File: config.mk
export PLATFORM = sky130hd
export DESIGN_NAME = piecewise_linear_pixel_map_top
export DESIGN_NICKNAME = d
export VERILOG_FILES = /design/src/rtl/plpm_pkg.sv /design/src/rtl/plpm_lut.sv /design/src/rtl/plpm_build.sv /design/src/rtl/piecewise_linear_pixel_map_top.sv
export SDC_FILE = /design/constraint.sdc
export NUM_CORES = 2
export LEC_CHECK = 0
export ABC_AREA = 1
export CAP_MARGIN = 20
export CELL_PAD_IN_SITES_DETAIL_PLACEMENT = 0
export CELL_PAD_IN_SITES_GLOBAL_PLACEMENT = 1
export CORE_UTILIZATION = 45
export CTS_CLUSTER_SIZE = 30
export DETAILED_ROUTE_END_ITERATION = 10
export DONT_BUFFER_PORTS = 1
export MAX_ROUTING_LAYER = met4
export PLACE_DENSITY = 0.66
export SLEW_MARGIN = 15
export SYNTH_ARGS = -nofsm -noshare
export SYNTH_HDL_FRONTEND = slang
export SYNTH_SLANG_ARGS = --single-unit
File: constraint.sdc
create_clock -name clk -period 16.86 [get_ports clk]
set_input_delay 3.372 -clock clk [delete_from_list [all_inputs] [get_ports clk]]
set_output_delay 3.372 -clock clk [all_outputs]
set_load 0.01 [all_outputs]
File: src/rtl/plpm_pkg.sv
`default_nettype none
package plpm_pkg;

	localparam int PIX_W      = 8;
	localparam int PT_W       = 16;
	localparam int REG_POINTS = 6;
	localparam int CNT_W      = 3;
	localparam int IDX_W      = 3;
	localparam int LUT_DEPTH  = 1 << PIX_W;
	localparam int NUM_W      = 2 * PIX_W + 1;
	localparam int BIT_W      = $clog2(PIX_W);

	localparam logic [PIX_W-1:0] START_POS   = 8'd0;
	localparam logic [PIX_W-1:0] START_LEVEL = 8'd1;
	localparam logic [PIX_W-1:0] END_POS     = 8'd255;
	localparam logic [PIX_W-1:0] END_LEVEL   = 8'd254;

	localparam logic [IDX_W-1:0] REG_COUNT      = 3'd0;
	localparam logic [IDX_W-1:0] REG_POINT0     = 3'd1;
	localparam logic [IDX_W-1:0] REG_POINT_LAST = 3'd6;

	typedef struct packed {
		logic [PIX_W-1:0] pos;
		logic [PIX_W-1:0] lev;
	} point_t;

	typedef struct packed {
		logic             en;
		logic [PIX_W-1:0] addr;
		logic [PIX_W-1:0] data;
	} lut_wr_t;

	typedef enum logic [2:0] {
		BLD_IDLE,
		BLD_SELECT,
		BLD_MULT,
		BLD_DIV,
		BLD_WRITE
	} build_state_t;

endpackage
`default_nettype wire

File: src/rtl/plpm_lut.sv
`default_nettype none
module plpm_lut import plpm_pkg::*; (
	input  logic             clk,
	input  lut_wr_t          wr,
	input  logic             rd_en,
	input  logic [PIX_W-1:0] rd_addr,
	output logic [PIX_W-1:0] rd_data
);

	logic [PIX_W-1:0] mem [LUT_DEPTH];

	always_ff @(posedge clk) begin
		if (wr.en) begin
			mem[wr.addr] <= wr.data;
		end
	end

	always_ff @(posedge clk) begin
		if (rd_en) begin
			rd_data <= mem[rd_addr];
		end
	end

endmodule
`default_nettype wire

File: src/rtl/plpm_build.sv
`default_nettype none
module plpm_build import plpm_pkg::*; (
	input  logic                        clk,
	input  logic                        arst_n,
	input  logic                        start,
	input  logic [CNT_W-1:0]            n_eff,
	input  point_t [REG_POINTS-1:0]     points,
	output logic                        busy,
	output lut_wr_t                     wr
);

	build_state_t state_q, state_d;

	logic [PIX_W-1:0] addr_q;

	logic [PIX_W-1:0] node_pos [REG_POINTS+2];
	logic [PIX_W-1:0] node_lev [REG_POINTS+2];

	logic [PIX_W-1:0] sel_b, sel_bl, sel_e, sel_el;

	logic [PIX_W-1:0] t_q, d_q, m_q, bl_q, el_q;
	logic             neg_q, zero_q;
	logic [NUM_W-1:0] num_q;
	logic [PIX_W-1:0] q_q;
	logic [BIT_W-1:0] bit_q;

	logic [2*PIX_W-1:0] prod;
	logic [NUM_W-1:0]   num_d;
	logic [NUM_W-1:0]   trial;
	logic [PIX_W-1:0]   result;

	// Breakpoints past the count in use collapse onto the end of the curve.
	always_comb begin
		node_pos[0] = START_POS;
		node_lev[0] = START_LEVEL;
		for (int j = 1; j <= REG_POINTS; j++) begin
			if (CNT_W'(j) <= n_eff) begin
				node_pos[j] = points[j-1].pos;
				node_lev[j] = points[j-1].lev;
			end else begin
				node_pos[j] = END_POS;
				node_lev[j] = END_LEVEL;
			end
		end
		node_pos[REG_POINTS+1] = END_POS;
		node_lev[REG_POINTS+1] = END_LEVEL;
	end

	// The last segment in chain order that holds the address wins.
	always_comb begin
		sel_b  = START_POS;
		sel_bl = START_LEVEL;
		sel_e  = END_POS;
		sel_el = END_LEVEL;
		for (int k = 0; k <= REG_POINTS; k++) begin
			if (CNT_W'(k) <= n_eff && node_pos[k] <= addr_q && addr_q <= node_pos[k+1]) begin
				sel_b  = node_pos[k];
				sel_bl = node_lev[k];
				sel_e  = node_pos[k+1];
				sel_el = node_lev[k+1];
			end
		end
	end

	assign prod   = t_q * m_q;
	assign num_d  = {prod, 1'b0} + NUM_W'(d_q) - NUM_W'(neg_q);
	assign trial  = NUM_W'({d_q, 1'b0}) << bit_q;
	assign result = zero_q ? el_q : (neg_q ? bl_q - q_q : bl_q + q_q);

	always_ff @(posedge clk or negedge arst_n) begin
		if (!arst_n) begin
			state_q <= BLD_SELECT;
			addr_q  <= '0;
		end else begin
			state_q <= state_d;
			if (start) begin
				addr_q <= '0;
			end else if (state_q == BLD_WRITE) begin
				addr_q <= addr_q + 1'b1;
			end
		end
	end

	always_ff @(posedge clk) begin
		case (state_q)
			BLD_SELECT: begin
				t_q    <= addr_q - sel_b;
				d_q    <= sel_e - sel_b;
				zero_q <= (sel_e == sel_b);
				neg_q  <= (sel_el < sel_bl);
				m_q    <= (sel_el < sel_bl) ? sel_bl - sel_el : sel_el - sel_bl;
				bl_q   <= sel_bl;
				el_q   <= sel_el;
			end
			BLD_MULT: begin
				num_q <= num_d;
				q_q   <= '0;
				bit_q <= BIT_W'(PIX_W - 1);
			end
			BLD_DIV: begin
				if (num_q >= trial) begin
					num_q        <= num_q - trial;
					q_q[bit_q]   <= 1'b1;
				end
				bit_q <= bit_q - 1'b1;
			end
			default: begin
			end
		endcase
	end

	always_comb begin
		state_d = state_q;
		busy    = (state_q != BLD_IDLE);
		wr.en   = 1'b0;
		wr.addr = addr_q;
		wr.data = result;
		case (state_q)
			BLD_IDLE:   state_d = BLD_IDLE;
			BLD_SELECT: state_d = BLD_MULT;
			BLD_MULT:   state_d = zero_q ? BLD_WRITE : BLD_DIV;
			BLD_DIV:    state_d = (bit_q == '0) ? BLD_WRITE : BLD_DIV;
			BLD_WRITE: begin
				wr.en   = 1'b1;
				state_d = (addr_q == END_POS) ? BLD_IDLE : BLD_SELECT;
			end
			default:    state_d = BLD_IDLE;
		endcase
		if (start) begin
			state_d = BLD_SELECT;
		end
	end

endmodule
`default_nettype wire

File: src/rtl/piecewise_linear_pixel_map_top.sv
// Channel   Direction  Handshake            Payload
// s_*       in         s_tvalid / s_tready  s_tdata[7:0] = pixel_in
// m_*       out        m_tvalid / m_tready  m_tdata[7:0] = pixel_out
// cfg_*     in         cfg_we               cfg_addr = register, cfg_wdata = value
//
// Each pixel is looked up in a 256-entry curve table; one pixel per cycle is accepted while
// s_tready is high, and its result goes through the registered table read and the output queue.
// The table is rebuilt after reset and after every configuration write, entry by entry through
// select, multiply, divide (one divide bit per cycle) and write steps, the divide skipped for an
// entry on a zero-width segment; s_tready stays low during the rebuild.
// A four-entry output queue lets input continue while m_tready is low until it fills.
`default_nettype none
module piecewise_linear_pixel_map_top import plpm_pkg::*; #(
	parameter int MAX_POINTS = 6
) (
	input  logic             clk,
	input  logic             arst_n,
	input  logic             s_tvalid,
	output logic             s_tready,
	input  logic [7:0]       s_tdata,    // [7:0] pixel_in
	output logic             m_tvalid,
	input  logic             m_tready,
	output logic [7:0]       m_tdata,    // [7:0] pixel_out
	input  logic             cfg_we,
	input  logic [IDX_W-1:0] cfg_addr,
	input  logic [PT_W-1:0]  cfg_wdata
);

	localparam int FIFO_DEPTH = 4;
	localparam int FIFO_AW    = $clog2(FIFO_DEPTH);
	localparam int FIFO_CW    = $clog2(FIFO_DEPTH + 1);

	logic [CNT_W-1:0]        point_count_q;
	point_t [REG_POINTS-1:0] points_q;
	logic [CNT_W-1:0]        n_eff;
	logic [IDX_W-1:0]        pt_idx;

	logic             build_busy;
	lut_wr_t          lut_wr;
	logic             in_acc;
	logic [PIX_W-1:0] lut_rdata;
	logic             valid_s1;

	logic [PIX_W-1:0]   fifo_mem [FIFO_DEPTH];
	logic [FIFO_AW-1:0] wr_ptr_q, rd_ptr_q;
	logic [FIFO_CW-1:0] cnt_q;
	logic               push, pop;

	assign pt_idx = cfg_addr - REG_POINT0;

	always_ff @(posedge clk or negedge arst_n) begin
		if (!arst_n) begin
			point_count_q <= '0;
			points_q      <= '0;
		end else if (cfg_we) begin
			if (cfg_addr == REG_COUNT) begin
				point_count_q <= cfg_wdata[CNT_W-1:0];
			end else if (cfg_addr >= REG_POINT0 && cfg_addr <= REG_POINT_LAST) begin
				points_q[pt_idx] <= cfg_wdata;
			end
		end
	end

	assign n_eff = (point_count_q > CNT_W'(MAX_POINTS)) ? CNT_W'(MAX_POINTS) : point_count_q;

	plpm_build u_build (
		.clk    (clk),
		.arst_n (arst_n),
		.start  (cfg_we),
		.n_eff  (n_eff),
		.points (points_q),
		.busy   (build_busy),
		.wr     (lut_wr)
	);

	plpm_lut u_lut (
		.clk     (clk),
		.wr      (lut_wr),
		.rd_en   (in_acc),
		.rd_addr (s_tdata),
		.rd_data (lut_rdata)
	);

	// Space is reserved for the lookup still in flight.
	assign s_tready = !build_busy &&
		((cnt_q + FIFO_CW'(valid_s1)) < FIFO_CW'(FIFO_DEPTH));
	assign in_acc   = s_tvalid && s_tready;
	assign push     = valid_s1;
	assign pop      = m_tvalid && m_tready;
	assign m_tvalid = (cnt_q != '0);
	assign m_tdata  = fifo_mem[rd_ptr_q];

	always_ff @(posedge clk or negedge arst_n) begin
		if (!arst_n) begin
			valid_s1 <= 1'b0;
			wr_ptr_q <= '0;
			rd_ptr_q <= '0;
			cnt_q    <= '0;
		end else begin
			valid_s1 <= in_acc;
			if (push) begin
				wr_ptr_q <= wr_ptr_q + 1'b1;
			end
			if (pop) begin
				rd_ptr_q <= rd_ptr_q + 1'b1;
			end
			cnt_q <= cnt_q + FIFO_CW'(push) - FIFO_CW'(pop);
		end
	end

	always_ff @(posedge clk) begin
		if (push) begin
			fifo_mem[wr_ptr_q] <= lut_rdata;
		end
	end

`ifndef SYNTHESIS
	a_cfg_rebuild: assert property (@(posedge clk) disable iff (!arst_n)
		cfg_we |=> build_busy)
		else $error("Configuration write did not start a table rebuild.");

	a_fifo_room: assert property (@(posedge clk) disable iff (!arst_n)
		(cnt_q == FIFO_CW'(FIFO_DEPTH)) |-> !valid_s1)
		else $error("Lookup result arrived with the output queue full.");

	a_no_lookup_during_build: assert property (@(posedge clk) disable iff (!arst_n)
		lut_wr.en |-> !valid_s1)
		else $error("Table write overlapped a pixel lookup.");
`endif

endmodule
`default_nettype wire

# Word-level counts from Yosys, hierarchy flattened
# Memories as Yosys holds them, arrays and structs flattened. A register that Yosys moved wholly into a read port is not among the register bits.
# Index checks and enable logic that the tools add are counted.
dict set report totals {
  regBits 188
  mem_bits_rw 2080
  inputBits 32
  output_inout_bits 10
  mem_count 2
}
dict set report classes {
  n_addsub 16
  n_mul 1
  order_cmp 31
  n_eq_ne 7
  shift 1
  n_mux 64
  n_bitwise 2
  n_reduce_logical 30
}
# memory depth word_bits read_ports rd_clocked_by_memory_dff write_ports line
set mem_list {}
lappend mem_list {u_lut.mem 256 8 1 1 1 plpm_lut.sv:10} ;# logic [PIX_W-1:0] mem [LUT_DEPTH];
lappend mem_list {fifo_mem 4 8 1 0 1 piecewise_linear_pixel_map_top.sv:44} ;# logic [PIX_W-1:0] fifo_mem [FIFO_DEPTH];
# op count
set op_table {}
lappend op_table {{2-to-1 mux 8 bit} 44}
lappend op_table {{bitwise mux 96 bit} 1}
lappend op_table {{<= comparator 8 bit} 12}
lappend op_table {{demux 16 bit (select 3 bit)} 1}
lappend op_table {{subtractor 8 bit} 5}
lappend op_table {{one-hot mux 17 bit (2 select lines)} 1}
lappend op_table {{logical AND 1 bit} 20}
lappend op_table {{adder 17 x 8 -> 17 bit} 1}
lappend op_table {{greater-or-equal comparator 17 bit} 1}
lappend op_table {{2-to-1 mux 17 bit} 1}
lappend op_table {{left shift 9 x 3 -> 17 bit} 1}
lappend op_table {{subtractor 17 x 1 -> 17 bit} 1}
lappend op_table {{subtractor 17 bit} 1}
lappend op_table {{multiplier 8 x 8 -> 16 bit} 1}
lappend op_table {{2-to-1 mux 16 bit} 1}
lappend op_table {{one-hot mux 8 bit (2 select lines)} 1}
lappend op_table {{2-to-1 mux 3 bit} 4}
lappend op_table {{one-hot mux 3 bit (4 select lines)} 1}
lappend op_table {{greater-or-equal comparator 3 x 1 -> 1 bit (second input constant)} 3}
lappend op_table {{<= comparator 3 bit (first input constant)} 3}
lappend op_table {{adder 8 x 1 -> 8 bit (second input constant)} 1}
lappend op_table {{adder 8 bit} 1}
lappend op_table {{== test 8 bit} 1}
lappend op_table {{== test 8 bit (second input constant)} 1}
lappend op_table {{other kinds (28)} 44}

# Depth between registers and ports, before layout
dict set report logic_depth {
  depth_word 15
  mapped_depth 37
  depth_no_buf 34
}

# By module
# A second synthesis with hierarchy kept.
dict set report hier_totals {
  cells_unflattened 9367
  hier_area_um2 101463.6
}
# module instances cells_per_inst area_each_um2 seq_area_each_um2
set modules_own_cells {}
lappend modules_own_cells {plpm_lut 1 7003 83476.3 61739.2}
lappend modules_own_cells {plpm_build 1 1784 12264.3 2348.5}
lappend modules_own_cells {piecewise_linear_pixel_map_top 1 580 5723.0 3638.5}

# Worst setup path after synthesis
# OpenSTA, ideal clock, no wires.
dict set report synth_timing {
  path_type {reg2reg}
  startpoint {reg u_build.q_q[0]}
  endpoint {mem u_lut.mem[0][7], data pin}
  setup_ps 2187
  arrival_ps 12031
  setup_slack_ps 2642
  path_stages_with_launch 16
  n_path_buf 0
  cell_sequence {edfxtp_1 -> inv_1 -> ha_1 -> o21ai_0 -> ha_1 -> a21oi_1 -> nor2_1 -> nor2_1 -> nor2_1 -> nor2_1 -> nor2_1 -> o21ai_0 -> nand2_1 -> a21oi_1 -> xor2_1 -> o21ai_0}
}
# item line
set synth_lines {}
lappend synth_lines {{start, declared} plpm_build.sv:24} ;# logic [PIX_W-1:0] q_q;
lappend synth_lines {{start signal, assigned} plpm_build.sv:97} ;# q_q <= '0;
lappend synth_lines {{start signal, assigned by index} plpm_build.sv:103} ;# q_q[bit_q] <= 1'b1;
lappend synth_lines {{end, declared} plpm_lut.sv:10}

==> results.ini <==
[outcome]
status=finished, violations left
violations=max-slew violations

[cts]
cts_resized=0
cts_root_buffer=clkbuf_16
clock-sinks=2275
cts_tree=yes
path_clk_slew_ps=60
cts_setup_buffers=0
max-clock-path-buffers=3
ctsHtreeMaxLevel=4
clk_latency_ps=880
hold_buffers=0
cts_buffers=233

[drt]
drtIter0Drc=7047
wl_per_cell_um=25.8
first_pass_iters=6
drc_errors=0
routed_wl_um=292000
postRouteAntennaNets=0
vias_per_cell=5.85
vias=66200

[synthesis]
synth_edf_count=2157
synth_area_um2=98500
syn_nets=8761
ys_types=61
synth_area_leaders=edfxtp_1, o21ai_0, nor2_1, o22ai_1, dfrtp_1
ys.flop_type=edfxtp_1
async_reset_ff_share_pct=5.19
avgSynthCellArea_um2=11.6
yosys.area.top_type=edfxtp_1
synthCells=8509
ys_seq_area_share_pct=68.8
synth-seq-cells=2275
synth_top_cell_area_share_pct=65.8
ys_warn_count=0

[placement]
io_buffer_count=0
place_congestion=0.840
dpl_cell_area_um2=101000
preCtsSetupSlack_ps=8960
hpwlAfterDp_um=162000

[die]
row_count=171
initial_core_util_pct=45.3
chipWidth_um=470
die_h_um=470
dieArea_um2=221000
io_pins=42
coreArea_um2=217000

[timing]
period_needed_ps=7880
rsz0062_at_grt=false
tns_ps=0
finalHoldViolCount=0
layout_setup_ws_ps=8980
hold_ws_ps=479
finClkSkew_ps=43.9
max_slew_margin_pct=-12.1
slew_violations=98
setup_viol=0
finalCritPeriodShare_pct=46.8
tightest_slew_ps=1680
max_freq_ghz=0.127

[power_and_ir_drop]
leakage_uw=0.0371
ir_worst_vdd_uv=472
powerDensity_nw_per_um2=180

[global_route]
grt-ovfl-total=0
grt_first_pass_wirelength_um=428000
grt_use_total_pct=26.8
antenna_found_initial=14
grt_max_degree=1026
grt_pass1_vias=62600

[critical_path]
crit_family=buffers and inverters
worstPathCellList=inv_8, buf_4, buf_4, o21ai_0, o22ai_1, o21ai_0, o22ai_1, nand2_1, a21oi_1, o31ai_1, o21ai_1
worstSetupEndpointType=flop
crit_path_max_incr_delay_ps=1020
r2r_cells=31
worstSetupPathType=input pin to flop
r2r_slack_ps=10160
start_kind=input pin
worstPathArrival_ps=8590
slowest_stage=inv_8
cp.depth=11
cp_max_fo=513
required_ps=17570
path_buf_inv=3

[cells_and_area]
final_util_pct=49.9
final_common_cell=edfxtp_1
fin_area_um2=108000
syn2layout_area_growth_pct=10.1
fin_nets=8516
layout_common_cells=edfxtp_1, nor2_1, o21ai_0
drive_gt1_share_pct=6.16

[hold_path]
whs_path_depth=2
hold_class=flop to flop

[run]
max-cap-violations=0

==> where the power goes <==
part	internal [uW]	switching [uW]	leakage, uW	total [uW]
Clock	3040	2220	0.00377	5260
Sequential	7550	165	0.0210	7710
Combinational	2030	4490	0.0123	6530
==> logic make-up after synthesis <==
family,synth area share [%]
AOI/OAI and AO/OA,13.4
xor gates and xnor gates,0.480
adders and majority gates,3.11
buffers and inverters,3.76
DFF,68.8
muxes,0.0406
and+or+nand+nor,10.4
==> tightest hold or removal path: cells and delay by family (launching register included) <==
kind / cells / cell delay, ps
AOI/OAI and AO/OA: 1 / 60
and+or+nand+nor: 1 / 50
DFF: 1 / 340
==> state kept, by name, summed over array words and instances (netlist names), 8 cells and up <==
name / count
u_lut.rd_data: 8
u_build.t_q: 8
u_build.el_q: 8
u_build.q_q: 8
fifo_mem: 32
u_build.m_q: 8
u_build.bl_q: 8
u_build.d_q: 8
u_build.addr_q: 8
u_lut.mem: 2048
u_build.num_q: 16
points_q: 96
==> Yosys cell counts (2+ instances only) <==
library cell  instances
nor4_1                2
nand3b_1              2
a21oi_2               7
ha_1                178
buf_4                22
nand2_1             693
o21ai_0            1483
mux2i_1               4
xnor2_1              15
fa_1                 42
a21boi_1              5
dfrtp_1             117
nor3_1               31
a211oi_1             10
nand4_1               9
buf_2               128
o22ai_2               3
nand2_2               9
o2111ai_1             4
o22ai_1             643
nor2_1             1646
clkbuf_1            403
o221ai_1              2
a21oi_1             156
edfxtp_1           2157
clkinv_1              5
o211ai_1             23
buf_6                 3
o31ai_1              11
nor2_4                2
and3_1                3
or2_2                15
nand3_1             196
buf_1                 9
a21o_1                4
o21a_1                2
xor2_1               39
inv_1               330
nor2_2                3
o21bai_1              8
inv_2                16
a31oi_1               7
o21ai_1              44
==> cell type report <==
type                       count  area [um^2]
fill                       19300       109000
sequential                  2275        67700
multi-input combinational   5318        27300
clock buffer                 293         6190
tap                         2854         3570
clock inverter               140         1530
inverter                     351         1340
timing repair buffer          85          833
antenna                        2         5.00
==> per-layer routing <==
layer	track usage (%)	up-vias	routed length, um
met5	-	-	0
met4	7.21	0	7780
met3	4.11	412	20000
met2	41.0	2312	136000
met1	37.3	33300	128000
li1	-	30200	-
==> metrics by stage <==
step | total power (uW) | instances
floorplan | 12800 | 8509
global placement | 14300 | 10900
detailed placement | 14400 | 10900
CTS | 19600 | 11300
global route | 20700 | 11300
finish | 19500 | 11300
==> path summary, 6_finish.rpt <==
path / end / start
max: u_lut.rd_data[4] / s_tdata[1]
min: points_q[58] / points_q[58]
max reg2reg: u_build.m_q[5] / point_count_q[2]
min reg2reg: points_q[58] / points_q[58]
max in group asynchronous: u_build.state_q[0] / arst_n
min in group asynchronous: points_q[21] / arst_n
(Power assumes the default switching activity.)
